### src/design/axis_rotate_translate_3d_core_defines.svh
// ----------------------------------------------------------------------------
// axis_rotate_translate_3d_core_defines.svh
// Assertion macros shared by the rotate/translate core.
// ----------------------------------------------------------------------------
`ifndef AXIS_ROTATE_TRANSLATE_3D_CORE_DEFINES_SVH
`define AXIS_ROTATE_TRANSLATE_3D_CORE_DEFINES_SVH

// same-cycle implication, off while reset is asserted
`define ARTR3D_ASSERT_IMP(lbl, clk, rst_n, ante, cons, msg) \
    lbl: assert property (@(posedge clk) disable iff (!(rst_n)) (ante) |-> (cons)) \
        else $error(msg);

// next-cycle implication, off while reset is asserted
`define ARTR3D_ASSERT_NXT(lbl, clk, rst_n, ante, cons, msg) \
    lbl: assert property (@(posedge clk) disable iff (!(rst_n)) (ante) |=> (cons)) \
        else $error(msg);

// next-cycle implication, always active (for reset behavior)
`define ARTR3D_ASSERT_NXT_ALWAYS(lbl, clk, ante, cons, msg) \
    lbl: assert property (@(posedge clk) (ante) |=> (cons)) \
        else $error(msg);

`endif

### src/design/artr3d_pkg.sv
// ----------------------------------------------------------------------------
// artr3d_pkg
// Types and constants of the 3D axis rotation / translation core.
// ----------------------------------------------------------------------------
package artr3d_pkg;

    localparam int COORD_W  = 32;   // Q16.16 coordinates
    localparam int ANG_W    = 16;   // angle, 1/64 degree
    localparam int AXIS_W   = 2;
    localparam int CW       = 34;   // CORDIC x/y, Q2.30 with headroom
    localparam int ZW       = 32;   // CORDIC angle, 2^-24 degree
    localparam int TRIG_W   = 16;   // sin/cos, Q1.15
    localparam int FRAC     = 15;
    localparam int PROD_W   = TRIG_W + COORD_W;
    localparam int ACC_W    = PROD_W + 2;
    localparam int RED_W    = ANG_W + 1;
    localparam int ANG_SHIFT = 18;

    localparam int TURN         = 23040;
    localparam int HALF_TURN    = 11520;
    localparam int QUARTER_TURN = 5760;
    localparam int CORDIC_GAIN  = 652032875;
    localparam int ATAN_N       = 24;

    localparam logic [AXIS_W-1:0] AXIS_X = 2'd0;
    localparam logic [AXIS_W-1:0] AXIS_Y = 2'd1;

    // atan(2^-i) in units of 2^-24 degree
    localparam logic signed [ZW-1:0] ATAN_TAB [0:ATAN_N-1] = '{
        32'sd754974720, 32'sd445687602, 32'sd235489088, 32'sd119537938,
        32'sd60000934,  32'sd30029717,  32'sd15018523,  32'sd7509720,
        32'sd3754917,   32'sd1877466,   32'sd938734,    32'sd469367,
        32'sd234684,    32'sd117342,    32'sd58671,     32'sd29335,
        32'sd14668,     32'sd7334,      32'sd3667,      32'sd1833,
        32'sd917,       32'sd458,       32'sd229,       32'sd115
    };

    typedef struct packed {
        logic signed [CW-1:0] x;
        logic signed [CW-1:0] y;
        logic signed [ZW-1:0] z;
    } t_rot;

    typedef struct packed {
        logic signed [COORD_W-1:0] px;
        logic signed [COORD_W-1:0] py;
        logic signed [COORD_W-1:0] pz;
        logic signed [COORD_W-1:0] sx;
        logic signed [COORD_W-1:0] sy;
        logic signed [COORD_W-1:0] sz;
        logic [AXIS_W-1:0]         axis;
        logic                      flip;
    } t_pass;

endpackage

### src/design/artr3d_cordic_cell.sv
// ----------------------------------------------------------------------------
// artr3d_cordic_cell
// One rotation-mode CORDIC iteration; carries the point payload alongside.
// ----------------------------------------------------------------------------
module artr3d_cordic_cell #(
    parameter int STEP = 0
) (
    input  logic              i_clk,
    input  logic              i_rst_n,
    input  logic              i_en,
    input  logic              i_valid,
    input  artr3d_pkg::t_rot  i_rot,
    input  artr3d_pkg::t_pass i_pass,
    output logic              o_valid,
    output artr3d_pkg::t_rot  o_rot,
    output artr3d_pkg::t_pass o_pass
);
    import artr3d_pkg::*;

    logic              r_valid;
    t_rot              r_rot;
    t_pass             r_pass;
    t_rot              n_rot;
    logic signed [CW-1:0] w_dx;
    logic signed [CW-1:0] w_dy;

    assign w_dx = i_rot.y >>> STEP;
    assign w_dy = i_rot.x >>> STEP;

    always_comb begin
        if (!i_rot.z[ZW-1]) begin
            n_rot.x = i_rot.x - w_dx;
            n_rot.y = i_rot.y + w_dy;
            n_rot.z = i_rot.z - ATAN_TAB[STEP];
        end else begin
            n_rot.x = i_rot.x + w_dx;
            n_rot.y = i_rot.y - w_dy;
            n_rot.z = i_rot.z + ATAN_TAB[STEP];
        end
    end

    always_ff @(posedge i_clk) begin
        if (!i_rst_n) begin
            r_valid <= 1'b0;
        end else if (i_en) begin
            r_valid <= i_valid;
        end
    end

    always_ff @(posedge i_clk) begin
        if (i_en) begin
            r_rot  <= n_rot;
            r_pass <= i_pass;
        end
    end

    assign o_valid = r_valid;
    assign o_rot   = r_rot;
    assign o_pass  = r_pass;

endmodule

### config.mk
export PLATFORM = sky130hd
export DESIGN_NAME = artr3d_cordic_cell
export DESIGN_NICKNAME = d
export VERILOG_FILES = /design/src/design/axis_rotate_translate_3d_core_defines.svh /design/src/design/artr3d_pkg.sv /design/src/design/artr3d_cordic_cell.sv
export SDC_FILE = /design/constraint.sdc
export NUM_CORES = 1
export LEC_CHECK = 0
export BUFFER_PORTS_ARGS = -buffer_cell sky130_fd_sc_hd__buf_2
export CAP_MARGIN = 25
export CORE_AREA = 2 2 231 233
export CTS_CLUSTER_SIZE = 20
export DETAILED_ROUTE_END_ITERATION = 8
export DIE_AREA = 0 0 233 235
export PLACE_DENSITY = 0.53
export SYNTH_ARGS = -nofsm -noshare
export SYNTH_HDL_FRONTEND = slang
export SYNTH_SLANG_ARGS = --single-unit
export TNS_END_PERCENT = 1
### constraint.sdc
create_clock -name i_clk -period 8.5 [get_ports i_clk]
set_input_delay 0.425 -clock i_clk [delete_from_list [all_inputs] [get_ports i_clk]]
set_output_delay 0.425 -clock i_clk [all_outputs]
set_load 0.005 [all_outputs]
== After elaboration in Yosys (flattened, before gate mapping) ==
Index checks and enable logic that the tools add are counted.
Cells by class
  muxes and demuxes: 1
  add/sub/neg operators: 5
Operators with widths (count)
  two-way mux 100 bit: 1
  subtractor 34 bit: 2
  adder 34 bit: 1
  adder 32 x 31 -> 32 bit (second input constant): 1
  subtractor 32 x 31 -> 32 bit (second input constant): 1
Word-level totals
  input port bits: 299
  word-level logic and storage cells: 18
  bits in registers: 296

== Depth between registers and ports, before layout ==
Gate-level depths: netlist (run 1).
  depth in word-level cells: 2
  mapped depth: 13
  depth with buffers taken out: 13

== Worst setup path before layout (run 1) ==
OpenSTA, ideal clock, no wires.
  path kind: input to register
  start: input port i_rot[32] (netlist name)
  end: register r_rot (netlist bit o_rot[92]) (data pin)
  buffers on the path: 0
  cell stages on the path: 11
  setup time: 0.268 ns
  path slack: 5.155 ns
  arrival time: 3.077 ns
  required time: 8.232 ns
  cell sequence: ha_1 > fa_1 > a221oi_2 > o31ai_2 > a2111o_1 > a31oi_4 > o21ai_2 > nor3b_1 > or3_1 > mux2_2 > xnor2_2
RTL lines
  start: declaration: RTL line artr3d_cordic_cell.sv:12  | input artr3d_pkg::t_rot i_rot,
  end signal: assignment: RTL line artr3d_cordic_cell.sv:52  | r_rot <= n_rot;
  end: declaration: RTL line artr3d_cordic_cell.sv:21  | t_rot r_rot;

==> results of run 1 <==
logic make-up after synthesis:
logic type / count (synthesis)
muxes: 15
AOI/OAI and AO/OA: 327
adders and majority gates: 109
and+or+nand+nor: 245
DFF: 295
xor gates and xnor gates: 70
buffers and inverters: 151
where the power goes:
part | total [mW] | internal (mW) | switching [mW]
Combinational | 0.841 | 0.320 | 0.522
Clock | 1.60 | 0.936 | 0.663
Sequential | 1.84 | 1.78 | 0.0527
metrics by stage:
stage	area, um2	utilization	cells	total power, mW	worst slack, ns
2_1_floorplan	14810	-	1212	2.227	5.155
3_3_place_gp	18510	0.3543	2453	2.713	4.464
3_5_place_dp	18510	0.3543	2453	2.703	4.353
4_1_cts	19710	0.3772	2518	4.328	4.938
5_1_grt	19710	0.3772	2518	4.449	4.544
6_report	19720	0.3775	2524	4.277	4.838
metal layers:
| metal | GRT usage | share of wire | vias up |
|---|---|---|---|
| li1 | - | - | 5621 |
| met1 | 0.3098 | 0.41 | 6248 |
| met2 | 0.4216 | 0.48 | 591 |
| met3 | 0.06529 | 0.081 | 105 |
| met4 | 0.05868 | 0.025 | 26 |
| met5 | 0 | 0.0025 | - |
final cells by class:
type                    instances  area (um2)  area share
clock buffers                  39       912.1     0.04625
repair buffers                598        3028      0.1535
flip-flops and latches        295        8848      0.4487
multi-input cells             766        5371      0.2724
well taps                     688       860.8     0.04365
inverters                     106       397.9     0.02018
clock inverters                26       286.5     0.01453
diodes                          6       15.01   0.0007614
cells in the mapped netlist (all sizes together), types with 6 or more instances:
library cell / count
nor2: 97
nand2b: 10
xor2: 10
buf: 24
mux2i: 14
o21a: 11
o211ai: 6
inv: 102
o21ai: 62
xnor2: 60
nand3: 11
clkbuf: 21
edfxtp: 294
a21o: 17
or3: 11
nor2b: 9
nor4: 6
a31oi: 10
o31ai: 12
nor3: 21
nand2: 52
o21bai: 24
nand4: 13
ha: 105
a21oi: 132
sequential cells by signal, indices dropped and copies added, names as in the netlist:
| register | count |
|---|---|
| o_pass | 195 |
| o_valid | 1 |
| o_rot | 99 |
final timing paths:
kind / start / end / slack, ns
worst max-delay path: i_rot[35] / o_rot[98] / 4.84
worst min-delay path: i_pass[152] / o_pass[152] / 0.04
worst max register to register: o_valid / o_valid / 7.89
worst min register to register: o_valid / o_valid / 0.54
==> results.sh, run 1 <==
export IMPL_insertion_delay_ns=0.55
export IMPL_status="finished, final reports clean"
export IMPL_routabilityCongestion=0.9577
export IMPL_vias_per_cell=4.989
export IMPL_fin_crit_ns=3.662
export IMPL_synth_edff_count=294
export IMPL_wl_per_cell_um=27.95
export IMPL_drv_slew=0
export IMPL_clockBufferDepth=3
export IMPL_drive_gt1_frac=0.3683
export IMPL_cts_repair_resized=0
export IMPL_yosysWarnings=0
export IMPL_hold_buffers=0
export IMPL_synth_xor_area_frac=0.04189
export IMPL_first_global_vias=12250
export IMPL_worstPathRequired_ns=8.78
export IMPL_crit_type="input port to flip-flop"
export IMPL_syn_nets=1620
export IMPL_ys_ff_latch=295
export IMPL_fillers=5214
export IMPL_drt_iter0_markers=1105
export IMPL_yosys_area_share_adder=0.09409
export IMPL_crit_family="compound AO/OA/AOI/OAI gates"
export IMPL_cp_depth=13
export IMPL_synth_compound_area_share=0.1397
export IMPL_critPathMaxFanout=11
export IMPL_io_pins=595
export IMPL_drt_pass1_iterations=8
export IMPL_core_mm2=0.05224
export IMPL_worst_slew_pin_slew_ns=0.9666
export IMPL_htree_levels=2
export IMPL_wl_um=70550
export IMPL_leakagePower_nw=8.596
export IMPL_route_vias_total=12590
export IMPL_max_slew_margin=0.3556
export IMPL_synth_area_leaders="edfxtp_1 60%, ha_1 8.9%, a21oi_1 4.5%"
export IMPL_max_cap_violations=0
export IMPL_num_rows=84
export IMPL_slowest_delay_ns=0.68
export IMPL_critPathLaunchType="input port"
export IMPL_ys_flop_type="edfxtp_1"
export IMPL_io_buffers=594
export IMPL_drtAntennaViolNets=0
export IMPL_setup_tns_ns=0
export IMPL_die_area_mm2=0.05476
export IMPL_cts_tree="done"
export IMPL_die_height_um=235
export IMPL_fin_nets=2211
export IMPL_synth_top_area_frac=0.5959
export IMPL_p_per_area_mw_per_mm2=216.9
export IMPL_setup_violations=0
export IMPL_dpl_hpwl_um=57110
export IMPL_synth_simple_area_share=0.07669
export IMPL_grt_usage=0.2470
export IMPL_yosysUniqueCellTypes=72
export IMPL_yosysSeqAreaShare=0.5973
export IMPL_hold_violations=0
export IMPL_die_w_um=233
export IMPL_clk_pin_slew_ns=0.06
export IMPL_numCtsBuffers=36
export IMPL_cp_cell_sequence="buf_2, inv_1, ha_1, inv_1, a221oi_2, o31ai_2, a21oi_1, o41ai_1, a31oi_1, nand2b_1, o21ai_1, a311oi_1, xor2_1"
export IMPL_synth_area_mm2=0.01481
export IMPL_synth_top_family_by_area="compound AO/OA/AOI/OAI gates"
export IMPL_timing_hold_ws_ns=0.04172
export IMPL_fin_crit_sh=0.4308
export IMPL_path_buf_inv=3
export IMPL_fin_skew_ns=0
export IMPL_start_util=0.2836
export IMPL_cts_setup_buffers=0
export IMPL_grt_max_degree=131
export IMPL_synthArstFlopShare=0
export IMPL_irDropWorstVdd_v=0.0001088
export IMPL_yosys_area_top_type="edfxtp_1"
export IMPL_arrival_ns=3.95
export IMPL_root_buffer="clkbuf_16"
export IMPL_drc_errors=0
export IMPL_grt_pass1_wl_um=95090
export IMPL_cpMaxStageDelayCell="o41ai_1"
export IMPL_syn_area_per_cell_um2=12.22
export IMPL_antenna_found_initial=27
export IMPL_synth_cells=1212
export IMPL_r2r_cells=2
export IMPL_final_common_cell="buf_2"
export IMPL_rsz0062_at_grt="false"
export IMPL_overflow=0
export IMPL_holdCritPathClass="input port to flip-flop"
export IMPL_cts_sinks=295
export IMPL_crit_top_cell="inv_1"
export IMPL_synthMuxAreaShare=0.01022
export IMPL_max_freq_mhz=273.1
export IMPL_layout_area_overhead_vs_synth_pct=33.12
export IMPL_layout_common_cells="592 x buf_2, 294 x edfxtp_1, 132 x a21oi_1, 105 x ha_1, 100 x inv_1"
export IMPL_cp_end_kind="flip-flop"
export IMPL_holdPathStages=1
Power figures use the tool's default switching activity.
==> run 2: changes to the inputs <==
--- a/config.mk
+++ b/config.mk
@@ -7,11 +7,11 @@
 export LEC_CHECK = 0
 export BUFFER_PORTS_ARGS = -buffer_cell sky130_fd_sc_hd__buf_2
 export CAP_MARGIN = 25
-export CORE_AREA = 2 2 231 233
+export CORE_AREA = 2 2 229 231
 export CTS_CLUSTER_SIZE = 20
 export DETAILED_ROUTE_END_ITERATION = 8
-export DIE_AREA = 0 0 233 235
-export PLACE_DENSITY = 0.53
+export DIE_AREA = 0 0 231 233
+export PLACE_DENSITY = 0.55
 export SYNTH_ARGS = -nofsm -noshare
 export SYNTH_HDL_FRONTEND = slang
 export SYNTH_SLANG_ARGS = --single-unit
==> constraint.sdc (replaced) <==
create_clock -name i_clk -period 3 [get_ports i_clk]
set_input_delay 0.15 -clock i_clk [delete_from_list [all_inputs] [get_ports i_clk]]
set_output_delay 0.15 -clock i_clk [all_outputs]
set_load 0.005 [all_outputs]
==> run 2 against run 1 <==
Net effect: global-route usage is 1.2 points higher; flip-flop and latch count stayed put; hold slack worse by 0.010 ns; critical path depth stayed put; non-clock buffer count is 420 higher.
==> results.sh, run 2 (synthesis gave the netlist of run 1 again) <==
export IMPL_critPathLaunchType="input port"
export IMPL_grt_usage=0.2587
export IMPL_p_per_area_mw_per_mm2=547.0
export IMPL_io_pins=595
export IMPL_max_freq_mhz=352.7
export IMPL_met3_length_um=5429
export IMPL_dr_wl_met2_um=34140
export IMPL_drt_pass1_iterations=5
export IMPL_route_vias_total=14050
export IMPL_dpl_hpwl_um=57110
export IMPL_cts_tree="done"
export IMPL_grt_max_degree=106
export IMPL_layout_common_cells="592 x buf_2, 294 x edfxtp_1, 223 x dlygate4sd3_1, 198 x buf_4, 132 x a21oi_1"
export IMPL_max_slew_margin=0.6095
export IMPL_fin_skew_ns=0
export IMPL_wl_per_cell_um=24.69
export IMPL_io_buffers=594
export IMPL_num_rows=83
export IMPL_critPathMaxFanout=8
export IMPL_setup_violations=0
export IMPL_htree_levels=2
export IMPL_worstPathRequired_ns=3.31
export IMPL_largest_reg_flops=195
export IMPL_status="finished, final reports clean"
export IMPL_crit_type="input port to flip-flop"
export IMPL_first_global_vias=14090
export IMPL_timing_hold_ws_ns=0.03164
export IMPL_fin_nets=2632
export IMPL_die_area_mm2=0.05382
export IMPL_fin_crit_sh=0.9450
export IMPL_drt_iter0_markers=1036
export IMPL_holdPathStages=3
export IMPL_max_cap_violations=0
export IMPL_cp_cell_sequence="buf_2, inv_1, ha_1, inv_1, a221oi_2, o31ai_2, a2111o_1, a31oi_4, o21ai_2, nor3b_2, or3_1, mux2_4, xnor2_2"
export IMPL_drc_errors=0
export IMPL_vias_per_cell=4.779
export IMPL_fin_crit_ns=2.835
export IMPL_ff_latch_area_mm2=0.008848
export IMPL_final_core_util=0.4610
export IMPL_insertion_delay_ns=0.54
export IMPL_drive_gt1_frac=0.3894
export IMPL_cts_sinks=295
export IMPL_cp_end_kind="flip-flop"
export IMPL_wl_um=72570
export IMPL_routabilityCongestion=0.8953
export IMPL_final_common_cell="buf_2"
export IMPL_arrival_ns=3.14
export IMPL_slowest_delay_ns=0.48
export IMPL_die_w_um=231
export IMPL_leakagePower_nw=10.53
export IMPL_numCtsBuffers=37
export IMPL_cts_setup_buffers=0
export IMPL_root_buffer="clkbuf_16"
export IMPL_multi_input_area_mm2=0.005401
export IMPL_start_util=0.2899
export IMPL_holdCritPathClass="input port to flip-flop"
export IMPL_clockBufferDepth=3
export IMPL_antenna_found_initial=12
export IMPL_fin_ws_ns=0.1650
export IMPL_irDropWorstVdd_v=0.0003854
export IMPL_worst_slew_pin_slew_ns=0.5809
export IMPL_drtAntennaViolNets=0
export IMPL_grt_pass1_wl_um=99100
export IMPL_routed_top_layer="met5"
export IMPL_post_place_ws_ns=-0.4483
export IMPL_core_mm2=0.05109
export IMPL_wl_met1_um=29860
export IMPL_drv_slew=0
export IMPL_rsz0062_at_grt="false"
export IMPL_overflow=0
export IMPL_cpMaxStageDelayCell="ha_1"
export IMPL_die_height_um=233
export IMPL_layout_area_overhead_vs_synth_pct=58.99
export IMPL_fillers=4809
export IMPL_hold_violations=0
export IMPL_clk_pin_slew_ns=0.07
export IMPL_crit_top_cell="inv_1"
export IMPL_r2r_cells=3
==> run 2: cell types whose count changed in the layout (fill, tap and decap cells not counted), sizes merged <==
cell | previous run | this run
diode | 6 | 7
dlygate4sd3 | 0 | 223
inv | 104 | 106
clkinv | 19 | 15
buf | 598 | 795
clkbuf | 39 | 43
==> run 2: repair_timing <==
item	CTS	global route
resized for setup	0	2
setup endpoints to repair	0	2
hold buffers	223	0
hold endpoints to repair	222	0
==> run 2: worst paths after layout <==
check / from / end / slack [ns]
worst min register to register: o_valid / o_valid / 1.12
worst max-delay path: i_rot[35] / o_rot[92] / 0.17
worst min-delay path: i_rot[30] / o_rot[31] / 0.03
worst max register to register: o_valid / o_valid / 1.82
==> run 2: stage by stage <==
stage | cell area [um2] | std cells | power, mW | setup TNS (ns)
after floorplan | 14840 | 1212 | 6.312 | -0.06479
after global placement | 20040 | 2642 | 8.008 | -4.577
after detailed placement | 20040 | 2642 | 7.984 | -4.704
after CTS | 23530 | 2932 | 13.01 | 0
after global routing | 23540 | 2934 | 13.40 | 0
final | 23550 | 2939 | 12.88 | 0
==> run 2: final cells by class <==
| class | count | share of cell area |
|---|---|---|
| repair buffers | 1018 | 0.2877 |
| flip-flops and latches | 295 | 0.3757 |
| well taps | 680 | 0.03612 |
| diodes | 7 | 0.0007437 |
| clock buffers | 43 | 0.04117 |
| inverters | 106 | 0.01689 |
| clock inverters | 24 | 0.01232 |
| multi-input cells | 766 | 0.2293 |
==> run 2: critical path, delay by kind of cell <==
kind                       cells  cell delay (ns)
buffers and inverters          3             0.27
muxes                          1             0.29
and+or+nand+nor                2             0.49
xor gates and xnor gates       1             0.13
adders and majority gates      1             0.48
AOI/OAI and AO/OA              5             1.32
==> run 2: power breakdown <==
| part | internal [mW] | total, mW | switching (mW) |
|---|---|---|---|
| Clock | 2.78 | 4.68 | 1.90 |
| Sequential | 5.05 | 5.22 | 0.167 |
| Combinational | 1.37 | 2.98 | 1.61 |
==> run 2: routing by layer <==
metal  vias up  GRT usage
met5         -          0
met4        10    0.09919
met3       114    0.06593
met2       606     0.4240
met1      6858     0.3276
li1       6458          -
==> run 3: changes to the inputs <==
--- a/config.mk
+++ b/config.mk
@@ -11,7 +11,6 @@
 export CTS_CLUSTER_SIZE = 20
 export DETAILED_ROUTE_END_ITERATION = 8
 export DIE_AREA = 0 0 231 233
-export PLACE_DENSITY = 0.55
 export SYNTH_ARGS = -nofsm -noshare
 export SYNTH_HDL_FRONTEND = slang
 export SYNTH_SLANG_ARGS = --single-unit
==> run 3 against run 2 <==
Net effect: register-to-register slack lost 0.05 ns; sequential power is essentially flat; cell count shrank 0.82%; via count grew 1.3%; clock-buffer cell count shrank 4; hold slack gained 0.039 ns; routed wire length grew 0.59%; clock skew is the same; flip-flop and latch count is the same; combinational power is essentially flat; clock power shrank 4.5%.
==> results.sh, run 3 (synthesis gave the netlist of run 1 again) <==
export IMPL_numCtsBuffers=36
export IMPL_p_total_mw=12.67
export IMPL_grt_max_degree=107
export IMPL_root_buffer="clkbuf_16"
export IMPL_fillers=4726
export IMPL_die_area_mm2=0.05382
export IMPL_clk_pin_slew_ns=0.06
export IMPL_globalRouteMet2Util=0.4233
export IMPL_multi_input_area_mm2=0.005401
export IMPL_cts_sinks=295
export IMPL_route_vias_total=14230
export IMPL_dpl_hpwl_um=56910
export IMPL_clockBufferDepth=3
export IMPL_gr_usage_met1=0.3350
export IMPL_drtAntennaViolNets=0
export IMPL_final_common_cell="buf_2"
export IMPL_antenna_found_initial=12
export IMPL_drt_iter0_markers=1351
export IMPL_ff_latch_area_mm2=0.008848
export IMPL_crit_type="input port to flip-flop"
export IMPL_holdCritPathClass="input port to flip-flop"
export IMPL_grt_usage=0.2594
export IMPL_layout_area_overhead_vs_synth_pct=57.61
export IMPL_routabilityCongestion=0.9328
export IMPL_max_slew_margin=0.5436
export IMPL_vias_per_cell=4.882
export IMPL_path_buf_inv=1
export IMPL_grtUsageMet3=0.06262
export IMPL_drc_errors=0
export IMPL_drt_pass1_iterations=5
export IMPL_critPathMaxFanout=3
export IMPL_insertion_delay_ns=0.55
export IMPL_io_buffers=594
export IMPL_start_util=0.2899
export IMPL_grt_pass1_wl_um=99700
export IMPL_slowest_delay_ns=0.50
export IMPL_status="finished, final reports clean"
export IMPL_wl_um=73000
export IMPL_die_height_um=233
export IMPL_final_cells=2915
export IMPL_overflow=0
export IMPL_cpMaxStageDelayCell="a2111o_1"
export IMPL_max_freq_mhz=353.4
export IMPL_worst_slew_pin_slew_ns=0.6846
export IMPL_arrival_ns=3.12
export IMPL_num_rows=83
export IMPL_worstPathRequired_ns=3.29
export IMPL_cp_cell_sequence="buf_2, ha_4, fa_2, a221oi_2, o31ai_2, a2111o_1, a31oi_4, o21ai_2, nor3b_2, or3_1, mux2_4, xnor2_2"
export IMPL_fin_crit_ns=2.829
export IMPL_first_global_vias=14240
export IMPL_fin_nets=2612
export IMPL_fin_crit_sh=0.9431
export IMPL_dp_cells=2622
export IMPL_rsz0062_at_grt="false"
export IMPL_io_pins=595
export IMPL_leakagePower_nw=10.40
export IMPL_p_per_area_mw_per_mm2=542.6
export IMPL_core_mm2=0.05109
export IMPL_largest_reg_flops=195
export IMPL_final_core_util=0.4570
export IMPL_layout_common_cells="592 x buf_2, 294 x edfxtp_1, 224 x dlygate4sd3_1, 177 x buf_4, 132 x a21oi_1"
export IMPL_setup_violations=0
export IMPL_busiest_layer="met2"
export IMPL_htree_levels=2
export IMPL_hold_violations=0
export IMPL_fin_skew_ns=0
export IMPL_timing_hold_ws_ns=0.07042
export IMPL_critPathLaunchType="input port"
export IMPL_irDropWorstVdd_v=0.0003845
export IMPL_max_cap_violations=0
export IMPL_drv_slew=0
export IMPL_crit_family="compound AO/OA/AOI/OAI gates"
export IMPL_drive_gt1_frac=0.3855
export IMPL_wl_per_cell_um=25.04
export IMPL_cts_tree="done"
export IMPL_die_w_um=231
export IMPL_cp_end_kind="flip-flop"
-- run 3: layer usage --
| layer | share of wire | wire (um) | vias to the layer above |
|---|---|---|---|
| met2 | 0.47 | 34440 | 641 |
| met1 | 0.42 | 30570 | 7058 |
| met5 | 0.00070 | 51 | - |
| li1 | - | - | 6426 |
| met4 | 0.035 | 2549 | 8 |
| met3 | 0.074 | 5386 | 99 |
-- run 3: stage by stage --
step | cell area, um2 | setup TNS, ns | setup WS [ns]
global route | 23340 | 0 | 0.01762
global placement | 19900 | -3.337 | -0.4237
CTS | 23330 | 0 | 0.1095
finish | 23350 | 0 | 0.1706
floorplan | 14840 | -0.06479 | -0.06479
detailed placement | 19900 | -3.859 | -0.4632
-- run 3: layout make-up --
cell class / instances / area share
diodes: 4 / 0.0004287
flip-flops and latches: 295 / 0.3790
repair buffers: 999 / 0.2848
clock inverters: 26 / 0.01195
multi-input cells: 766 / 0.2313
well taps: 680 / 0.03644
inverters: 106 / 0.01704
clock buffers: 39 / 0.03907
-- run 3: power breakdown --
group | total (mW) | internal (mW) | switching [mW]
Combinational | 2.97 | 1.35 | 1.62
Sequential | 5.22 | 5.05 | 0.172
Clock | 4.47 | 2.53 | 1.95
-- run 3: final timing paths --
kind | from | to | slack [ns] | depth (start not counted)
worst min register to register | o_valid | o_valid | 1.17 | 3
worst min-delay path | i_en | o_pass[151] | 0.07 | 1
worst max-delay path | i_rot[66] | o_rot[92] | 0.17 | 12
worst max register to register | o_valid | o_valid | 1.77 | 3
-- run 3: repair_timing --
action	4_1_cts	5_1_grt
setup endpoints to repair	0	2
hold buffers	224	0
endpoints found under the hold margin	223	0
gates resized for setup	0	2
buffers inserted	0	0
